**src/sv/lgr_pkg.sv**
```systemverilog
// Shared types, opcodes and constant tables for the LED glyph renderer.
// No dependencies.
`default_nettype none

package lgr_pkg;

    localparam int SEGMENTS_PER_DIGIT = 21;
    localparam int IDX_W              = 7;
    localparam int GLYPH_FIRST        = 40;
    localparam int GLYPH_LAST         = 90;
    localparam int GLYPH_ROWS         = GLYPH_LAST - GLYPH_FIRST + 1;
    localparam int COLON_BASE         = 42;
    localparam int COLON_SHIFT        = 2;
    localparam int COLON_DIGIT        = 4;

    localparam logic [1:0] OP_SET_SEG   = 2'd0;
    localparam logic [1:0] OP_SET_GLYPH = 2'd1;
    localparam logic [1:0] OP_READ      = 2'd2;

    typedef struct packed {
        logic [7:0] r;
        logic [7:0] g;
        logic [7:0] b;
    } lgr_rgb_t;

    // One frame store access issued by the sequencer.
    typedef struct packed {
        logic             valid;
        logic             write;
        logic             read;
        logic             rej;
        logic             last;
        logic [IDX_W-1:0] idx;
        lgr_rgb_t         colour;
    } lgr_req_t;

    localparam logic [4:0] SEG_PERM [SEGMENTS_PER_DIGIT] = '{
        5'd0, 5'd1, 5'd2, 5'd17, 5'd3, 5'd16, 5'd4, 5'd15, 5'd5, 5'd18, 5'd19,
        5'd20, 5'd14, 5'd6, 5'd13, 5'd7, 5'd12, 5'd8, 5'd11, 5'd10, 5'd9
    };

    // Leftmost bit is segment 0.
    localparam logic [20:0] GLYPH_ROM [GLYPH_ROWS] = '{
        21'b100101010000101010100, 21'b001010101000010101001,
        21'b001010000000000000000, 21'b010000000111000000010,
        21'b000000000000000101000, 21'b000000000111000000000,
        21'b000000000000000001000, 21'b000010101111101010000,
        21'b111111111000111111111, 21'b000010101000010101000,
        21'b111010101111101010111, 21'b111010101111010101111,
        21'b000111111111010101000, 21'b111101010111010101111,
        21'b111101010111111111111, 21'b111010101000010101000,
        21'b111111111111111111111, 21'b111111111111010101111,
        21'b000000100000000100000, 21'b000000100000000101000,
        21'b000000001111010000000, 21'b111000000000000000111,
        21'b000000010111100000000, 21'b111010101111101010010,
        21'b111110101111111111111, 21'b111111111111111111000,
        21'b000101010111111111111, 21'b111101010000101010111,
        21'b000010101111111111111, 21'b111101010111101010111,
        21'b111101010111101010000, 21'b111101010000111111111,
        21'b000111111111111111000, 21'b000101010000101010000,
        21'b000010101000111111111, 21'b000101011111111010000,
        21'b000101010000101010111, 21'b101111111010111111000,
        21'b100111111010111111001, 21'b111111111000111111111,
        21'b111111111111101010000, 21'b111111111111010101000,
        21'b000000000111101010000, 21'b111101010111010101111,
        21'b000101010111101010111, 21'b000111111000111111111,
        21'b000111111000110000010, 21'b000111111010111111101,
        21'b000111100010001111000, 21'b000111111111010101111,
        21'b111010100010001010111
    };

    // LED index for a digit slot and segment; caller checks the ranges.
    function automatic logic [7:0] map_led(input logic [2:0] digit, input logic [4:0] pos);
        logic [7:0] base;
        logic [7:0] id;
        base = 8'(digit) * 8'(SEGMENTS_PER_DIGIT);
        if (digit == 3'(COLON_DIGIT))
        begin
            id = 8'(pos) + 8'(COLON_BASE);
        end
        else if (digit >= 3'd2)
        begin
            id = base + 8'(SEG_PERM[pos]) + 8'(COLON_SHIFT);
        end
        else
        begin
            id = base + 8'(SEG_PERM[pos]);
        end
        return id;
    endfunction

endpackage

`default_nettype wire

```
**src/sv/lgr_scale.sv**
```systemverilog
// Brightness saturation and color scaling, c*b/255 rounded to nearest.
// Depends on lgr_pkg.
`default_nettype none

module lgr_scale
    import lgr_pkg::*;
(
    input  wire logic [7:0]         red,
    input  wire logic [7:0]         green,
    input  wire logic [7:0]         blue,
    input  wire logic signed [15:0] brightness,
    output lgr_rgb_t                colour
);

    logic [7:0] bright;

    // t = c*b + 128; (t + (t >> 8)) >> 8 is exact for 8-bit operands
    function automatic logic [7:0] scale8(input logic [7:0] c, input logic [7:0] b);
        logic [15:0] t;
        logic [15:0] s;
        t = 16'(c) * 16'(b) + 16'd128;
        s = t + (t >> 8);
        return s[15:8];
    endfunction

    always_comb
    begin
        if (brightness[15])
        begin
            bright = 8'd0;
        end
        else if (brightness[14:8] != 7'd0)
        begin
            bright = 8'hff;
        end
        else
        begin
            bright = brightness[7:0];
        end
    end

    assign colour.r = scale8(red, bright);
    assign colour.g = scale8(green, bright);
    assign colour.b = scale8(blue, bright);

endmodule

`default_nettype wire

```
**src/sv/lgr_seq.sv**
```systemverilog
// Command register and segment sequencer: decodes one transaction and issues
// one frame store access per cycle while the frame store advances (21 for a glyph). Depends on lgr_pkg.
`default_nettype none

module lgr_seq
    import lgr_pkg::*;
#(
    parameter int LED_COUNT = 86
)
(
    input  wire logic       clk,
    input  wire logic       rst_n,
    input  wire logic       in_valid,
    output logic            in_stall,
    input  wire logic [1:0] op,
    input  wire logic [2:0] digit,
    input  wire logic [4:0] position,
    input  wire logic [7:0] character,
    input  wire logic [6:0] pixel_index,
    input  wire lgr_rgb_t   lit,
    input  wire logic       adv,
    output lgr_req_t        req
);

    typedef enum logic [1:0] {K_SEG, K_GLYPH, K_READ, K_REJ} kind_t;

    localparam logic [7:0] LED_LIMIT = 8'(LED_COUNT);
    localparam logic [4:0] LAST_SEG  = 5'(SEGMENTS_PER_DIGIT - 1);

    logic             busy_reg, busy_next;
    kind_t            kind_reg, kind_next;
    logic [2:0]       digit_reg;
    logic [IDX_W-1:0] idx_reg, idx_next;
    lgr_rgb_t         col_reg;
    logic [20:0]      row_reg;
    logic [4:0]       cnt_reg, cnt_next;

    logic       accept;
    logic       done;
    logic [7:0] seg_id;
    logic [7:0] glyph_id;
    logic [5:0] row_sel;
    logic       lit_bit;

    assign seg_id   = map_led(digit, position);
    assign glyph_id = map_led(digit_reg, cnt_reg);
    assign row_sel  = 6'(character - 8'(GLYPH_FIRST));
    assign lit_bit  = row_reg[5'(SEGMENTS_PER_DIGIT - 1) - cnt_reg];

    always_comb
    begin
        req.valid  = busy_reg;
        req.write  = (kind_reg == K_SEG) || (kind_reg == K_GLYPH);
        req.read   = (kind_reg == K_READ);
        req.rej    = (kind_reg == K_REJ);
        req.last   = (kind_reg != K_GLYPH) || (cnt_reg == LAST_SEG);
        req.idx    = idx_reg;
        req.colour = '0;
        case (kind_reg)
            K_SEG:   req.colour = col_reg;
            K_GLYPH:
            begin
                req.idx    = glyph_id[IDX_W-1:0];
                req.colour = lit_bit ? col_reg : '0;
            end
            default: req.colour = '0;
        endcase
    end

    assign done     = busy_reg && req.last && adv;
    assign in_stall = busy_reg && !done;
    assign accept   = in_valid && !in_stall;

    always_comb
    begin
        kind_next = K_REJ;
        idx_next  = '0;
        case (op)
            OP_SET_SEG:
            begin
                if (digit <= 3'(COLON_DIGIT) && position < 5'(SEGMENTS_PER_DIGIT)
                    && seg_id < LED_LIMIT)
                begin
                    kind_next = K_SEG;
                    idx_next  = seg_id[IDX_W-1:0];
                end
            end
            OP_SET_GLYPH:
            begin
                if (digit < 3'(COLON_DIGIT) && character >= 8'(GLYPH_FIRST)
                    && character <= 8'(GLYPH_LAST))
                begin
                    kind_next = K_GLYPH;
                end
            end
            OP_READ:
            begin
                if ({1'b0, pixel_index} < LED_LIMIT)
                begin
                    kind_next = K_READ;
                    idx_next  = pixel_index;
                end
            end
            default: kind_next = K_REJ;
        endcase
    end

    always_comb
    begin
        busy_next = busy_reg;
        cnt_next  = cnt_reg;
        if (accept)
        begin
            busy_next = 1'b1;
            cnt_next  = '0;
        end
        else if (done)
        begin
            busy_next = 1'b0;
        end
        else if (busy_reg && adv)
        begin
            cnt_next = cnt_reg + 5'd1;
        end
    end

    always_ff @(posedge clk or negedge rst_n)
    begin
        if (!rst_n)
        begin
            busy_reg <= 1'b0;
            cnt_reg  <= '0;
        end
        else
        begin
            busy_reg <= busy_next;
            cnt_reg  <= cnt_next;
        end
    end

    always_ff @(posedge clk)
    begin
        if (accept)
        begin
            kind_reg  <= kind_next;
            digit_reg <= digit;
            idx_reg   <= idx_next;
            col_reg   <= lit;
            row_reg   <= (kind_next == K_GLYPH) ? GLYPH_ROM[row_sel] : '0;
        end
    end

endmodule

`default_nettype wire

```
**src/sv/lgr_frame.sv**
```systemverilog
// Frame store with registered synchronous read, per-entry written flags, and
// the result register. Depends on lgr_pkg.
`default_nettype none

module lgr_frame
    import lgr_pkg::*;
#(
    parameter int LED_COUNT = 86
)
(
    input  wire logic     clk,
    input  wire logic     rst_n,
    input  wire lgr_req_t req,
    output logic          adv,
    output logic          out_valid,
    input  wire logic     out_stall,
    output logic [6:0]    led_index,
    output logic [7:0]    out_red,
    output logic [7:0]    out_green,
    output logic [7:0]    out_blue,
    output logic          is_read,
    output logic          rejected,
    output logic          last
);

    localparam int AW = $clog2(LED_COUNT);

    lgr_rgb_t         mem [LED_COUNT];
    logic             written_reg [LED_COUNT];
    logic             res_valid_reg;
    lgr_req_t         res_reg;
    lgr_rgb_t         rd_data_reg;
    logic             rd_written_reg;
    logic [AW-1:0]    addr;
    logic             take;
    lgr_rgb_t         rd_col;

    assign adv  = !res_valid_reg || !out_stall;
    assign take = adv && req.valid;
    assign addr = req.idx[AW-1:0];

    always_ff @(posedge clk or negedge rst_n)
    begin
        if (!rst_n)
        begin
            res_valid_reg <= 1'b0;
            for (int i = 0; i < LED_COUNT; i++)
            begin
                written_reg[i] <= 1'b0;
            end
        end
        else
        begin
            if (adv)
            begin
                res_valid_reg <= req.valid;
            end
            if (take && req.write)
            begin
                written_reg[addr] <= 1'b1;
            end
        end
    end

    always_ff @(posedge clk)
    begin
        if (take)
        begin
            if (req.write)
            begin
                mem[addr] <= req.colour;
            end
            rd_data_reg    <= mem[addr];
            rd_written_reg <= written_reg[addr];
            res_reg        <= req;
        end
    end

    assign rd_col = rd_written_reg ? rd_data_reg : '0;

    assign out_valid = res_valid_reg;
    assign led_index = res_reg.idx;
    assign out_red   = res_reg.read ? rd_col.r : res_reg.colour.r;
    assign out_green = res_reg.read ? rd_col.g : res_reg.colour.g;
    assign out_blue  = res_reg.read ? rd_col.b : res_reg.colour.b;
    assign is_read   = res_reg.read;
    assign rejected  = res_reg.rej;
    assign last      = res_reg.last;

endmodule

`default_nettype wire

```
**src/sv/led_glyph_renderer.sv**
```systemverilog
// LED glyph renderer top level: color scaling, sequencer and frame store.
// Depends on lgr_pkg, lgr_scale, lgr_seq, lgr_frame.
//
//  channel  direction  handshake             payload
//  input    in         in_valid / in_stall   op digit position character pixel_index
//                                            red green blue brightness
//  output   out        out_valid / out_stall led_index out_red out_green out_blue
//                                            is_read rejected last
//
// Segment write, read and rejected transactions each make one frame store access; a glyph
// makes 21, one per cycle through the single memory port while the output does not stall.
// An input transaction is held in the command register, then its first result in the result register.
// Reset clears per-LED written flags at once; unwritten LEDs read black, no sweep.
// An output stall freezes the memory stage and result register; one further
// input transaction is still taken into the command register.
`default_nettype none

module led_glyph_renderer
    import lgr_pkg::*;
#(
    parameter int LED_COUNT = 86
)
(
    input  wire logic               clk,
    input  wire logic               rst_n,
    input  wire logic               in_valid,
    output logic                    in_stall,
    input  wire logic [1:0]         op,
    input  wire logic [2:0]         digit,
    input  wire logic [4:0]         position,
    input  wire logic [7:0]         character,
    input  wire logic [6:0]         pixel_index,
    input  wire logic [7:0]         red,
    input  wire logic [7:0]         green,
    input  wire logic [7:0]         blue,
    input  wire logic signed [15:0] brightness,
    output logic                    out_valid,
    input  wire logic               out_stall,
    output logic [6:0]              led_index,
    output logic [7:0]              out_red,
    output logic [7:0]              out_green,
    output logic [7:0]              out_blue,
    output logic                    is_read,
    output logic                    rejected,
    output logic                    last
);

    lgr_rgb_t lit;
    lgr_req_t req;
    logic     adv;

    lgr_scale u_scale (
        .red        (red),
        .green      (green),
        .blue       (blue),
        .brightness (brightness),
        .colour     (lit)
    );

    lgr_seq #(.LED_COUNT(LED_COUNT)) u_seq (
        .clk         (clk),
        .rst_n       (rst_n),
        .in_valid    (in_valid),
        .in_stall    (in_stall),
        .op          (op),
        .digit       (digit),
        .position    (position),
        .character   (character),
        .pixel_index (pixel_index),
        .lit         (lit),
        .adv         (adv),
        .req         (req)
    );

    lgr_frame #(.LED_COUNT(LED_COUNT)) u_frame (
        .clk       (clk),
        .rst_n     (rst_n),
        .req       (req),
        .adv       (adv),
        .out_valid (out_valid),
        .out_stall (out_stall),
        .led_index (led_index),
        .out_red   (out_red),
        .out_green (out_green),
        .out_blue  (out_blue),
        .is_read   (is_read),
        .rejected  (rejected),
        .last      (last)
    );

endmodule

`default_nettype wire

```
**config.mk**
```make
export PLATFORM = sky130hd
export DESIGN_NAME = led_glyph_renderer
export DESIGN_NICKNAME = d
export VERILOG_FILES = /design/src/sv/lgr_pkg.sv /design/src/sv/lgr_scale.sv /design/src/sv/lgr_seq.sv /design/src/sv/lgr_frame.sv /design/src/sv/led_glyph_renderer.sv
export SDC_FILE = /design/constraint.sdc
export NUM_CORES = 2
export LEC_CHECK = 0
export ABC_CLOCK_PERIOD_IN_PS = 7700
export BUFFER_PORTS_ARGS = -buffer_cell sky130_fd_sc_hd__buf_2
export CELL_PAD_IN_SITES_DETAIL_PLACEMENT = 0
export CELL_PAD_IN_SITES_GLOBAL_PLACEMENT = 2
export CORE_ASPECT_RATIO = 1.4
export CORE_UTILIZATION = 46
export DETAILED_ROUTE_END_ITERATION = 7
export PLACE_DENSITY_LB_ADDON = 0.1
export REMOVE_ABC_BUFFERS = 1
export SYNTH_ARGS = -nofsm -noshare
export SYNTH_HDL_FRONTEND = slang
export SYNTH_SLANG_ARGS = --single-unit
```
**constraint.sdc**
```tcl
create_clock -name clk -period 7.7 [get_ports clk]
set_input_delay 0.77 -clock clk [delete_from_list [all_inputs] [get_ports clk]]
set_output_delay 0.77 -clock clk [all_outputs]
set_load 0.03 [all_outputs]
```
==> results.yml <==
outcome:
  outcome: "complete, no violations"
timing:
  setup-violations-final: 0
  fin_crit_sh_pct: 92.6
  hold_viol_final: 0
  slew_violations: 0
  skew_ps: 48.6
  max-slew-margin-rel_pct: 15.4
  tightest_slew_ps: 1270
  timing.final.ws_setup_ps: 567
  fmax_ghz: 0.140
  rsz0062_at_grt: "false"
  period_needed_ps: 7130
  whs_ps: 113
min_path:
  min_path_cells: 2
  hp-start: "in_valid"
  holdPathEnd: "u_seq.busy_reg"
  hold_class: "in -> reg"
floorplan:
  die_area_um2: 216000
  die_h_um: 549
  rows: 200
  ios: 105
  die_w_um: 393
  core_area_um2: 212000
  start_util_pct: 46.4
setup_path:
  worstSetupStartpointType: "flop"
  ff2ff_setup_slack_ps: 570
  arrival_ps: 7740
  path_class: "reg -> reg"
  r2r_end: "u_frame.rd_data_reg[16]"
  reg2regPathDepth: 23
  crit_fanout: 52
  crit_path_end_kind: "flop"
  worstReg2RegStart: "u_seq.cnt_reg[1]"
  required_ps: 8300
place:
  dp_hpwl_um: 221000
  dpl_cell_area_um2: 105000
  gp_congestion: 0.906
  pre_cts_slack_ps: 23.2
  io_buffers: 104
routing:
  totalWireLength_um: 356000
  wl_per_cell_um: 34.6
  drcViolationCount: 0
  firstDrtPassIters: 6
  drt_iter0_drc: 8400
  num_vias: 64900
  viasPerCell: 6.32
  ant_nets: 0
power_and_ir_drop:
  swShare_pct: 29.5
  peakVddDrop_uv: 196
  seqPwrFrac_pct: 44.0
  design_power_total_mw: 31.7
  p_int_mw: 22.4
  power_density_nw_per_um2: 283
  power_switching_mw: 9.36
  clkPwrFrac_pct: 33.8
  p_leak_nw: 38.3
  power.combinational.fraction_pct: 22.2
synth:
  ys_seq_elements: 2271
  synth-edff-count: 2178
  synth.distinct_cells: 100
  synth_top_cells_by_count: "2178 x edfxtp_1, 818 x nand2_1, 376 x a21oi_1"
  post-synth-top-area-cell: "edfxtp_1"
  syn_area_per_cell_um2: 14.2
  synthMostInstantiatedCell: "edfxtp_1"
  ys.flop_type: "edfxtp_1"
  async_reset_ff_share_pct: 4.10
  postSynthCellCount: 6934
  syn-cell-area_um2: 98500
  synth_top_area_share_pct: 66.4
  seq_area_frac_synth_pct: 68.8
  synth_area_leaders: "edfxtp_1 66%, nand2_1 3.1%, ha_1 2.4%"
  synth_warnings: 0
global_route:
  grt_start_max_net_pins: 96
  grt_antenna_before_repair: 17
  grt-busiest-layer: "met2"
  grt_pass1_wl_um: 494000
  grt_pass1_vias: 63100
  use_met1_pct: 40.8
  grt_use_total_pct: 32.7
  overflow: 0
  grtUsageMet3_pct: 4.45
  grtUsageMet2_pct: 54.4
final_layout:
  fill_cells: 17800
  multiInputGateArea_um2: 28200
  largest_reg_flops: 2064
  regArea_um2: 67700
  nets: 7649
  stdcell_area_um2: 112000
  area_growth_pct: 13.8
  drive_above_1_share_pct: 15.5
  final_core_util_pct: 52.7
clock_network:
  cts_tree: "done"
  clock_path_buffers: 4
  clockRootBuffer: "clkbuf_16"
  cts_buffers: 218
  clock_sinks: 2271
  cts.clk_slew.worst_paths_ps: 60
  cts-htree-levels: 4
  clk_latency_ps: 890
flow_run:
  maxCapViolCount: 0
-- cell families (layout without fill, tap and decap cells) --
group / Yosys count / after routing / share of synthesized area (%)
flip-flops: 2271 / 2271 / 68.8
AO/OA/AOI/OAI: 1700 / 1700 / 12.0
AND/OR/NAND/NOR: 1574 / 1574 / 7.24
buffers and inverters: 679 / 1192 / 3.03
multiplexers: 325 / 325 / 3.53
adder cells (fa/ha/maj): 305 / 305 / 4.75
XOR/XNOR: 80 / 80 / 0.711
other: 0 / 5 / 0
-- how the worst max path moves through the flow --
stage	slack (ps)	startpoint	end	depth (start not counted)
finish	570	u_seq.cnt_reg[1]	u_frame.rd_data_reg[16]	23
global route	320	u_seq.cnt_reg[1]	u_frame.rd_data_reg[5]	22
CTS	590	u_seq.cnt_reg[1]	u_frame.rd_written_reg	23
detailed placement	20	brightness[11]	u_seq.col_reg[19]	28
global placement	-20	brightness[11]	u_seq.col_reg[19]	28
floorplan	-11720	u_seq.cnt_reg[0]	u_frame.mem[35][0]	18
-- repair_timing --
item                                   4_1_cts  5_1_grt
hold buffers                                 1        0
endpoints found under the hold margin       33        0
gates resized for setup                      0        0
buffers inserted                             0        0
-- cells in the final DEF, fill, tap and decap left out, types with 126 or more instances in the layout --
master,netlist,final
o21ai_0,256,255
buf_4,57,393
and2_1,164,139
a21oi_1,376,376
mux2i_1,217,217
a221oi_1,152,152
ha_1,188,188
a22oi_1,142,142
clkbuf_16,0,221
nand2_1,818,817
nor2_1,223,126
edfxtp_1,2178,2178
inv_1,237,236
-- per-layer routing --
metal,up-vias,wire (um)
met5,-,11
met4,2,24800
met3,792,28800
met2,3369,172000
met1,33500,129000
li1,27300,-
-- stage by stage --
| step | std cells | TNS [ps] |
|---|---|---|
| 6_report | 10300 | 0 |
| 5_1_grt | 10300 | 0 |
| 4_1_cts | 10300 | 0 |
| 3_5_place_dp | 9883 | 0 |
| 3_3_place_gp | 9883 | -44.3 |
| 2_1_floorplan | 6501 | - |
-- power by group through the flow --
stage	logic (mW)	registers, mW	clock network, mW
floorplan	3.97	14.2	0
global placement	6.96	14.2	0
detailed placement	6.98	14.2	0
CTS	7.01	14.0	10.8
global route	7.54	14.0	11.2
finish	7.05	14.0	10.7
-- critical path: stages (launching register included) --
cell and delay (ps):
dfrtp_1 580, inv_1 150, ha_1 590, nand2_1 120
o21ai_0 100, a211oi_1 100, a21o_1 190, ha_1 270
ha_1 160, inv_1 70, fa_1 570, inv_1 70
ha_1 280, nand2_1 140, a21o_4 340, inv_16 340
buf_4 360, buf_4 340, mux2i_1 110, o22ai_1 390
nor4b_1 120, a31oi_1 540, nand4_1 520, o311ai_0 360
-- layout make-up --
cell class | count | area share, %
flip-flops and latches | 2271 | 60.5
multi-input cells | 3984 | 25.2
clock buffers | 271 | 5.16
repair buffers | 556 | 4.14
well taps | 2828 | 3.16
clock inverters | 119 | 1.02
inverters | 246 | 0.854
diodes | 5 | 0.0112
Note: power is estimated with default switching activity, not from simulation.
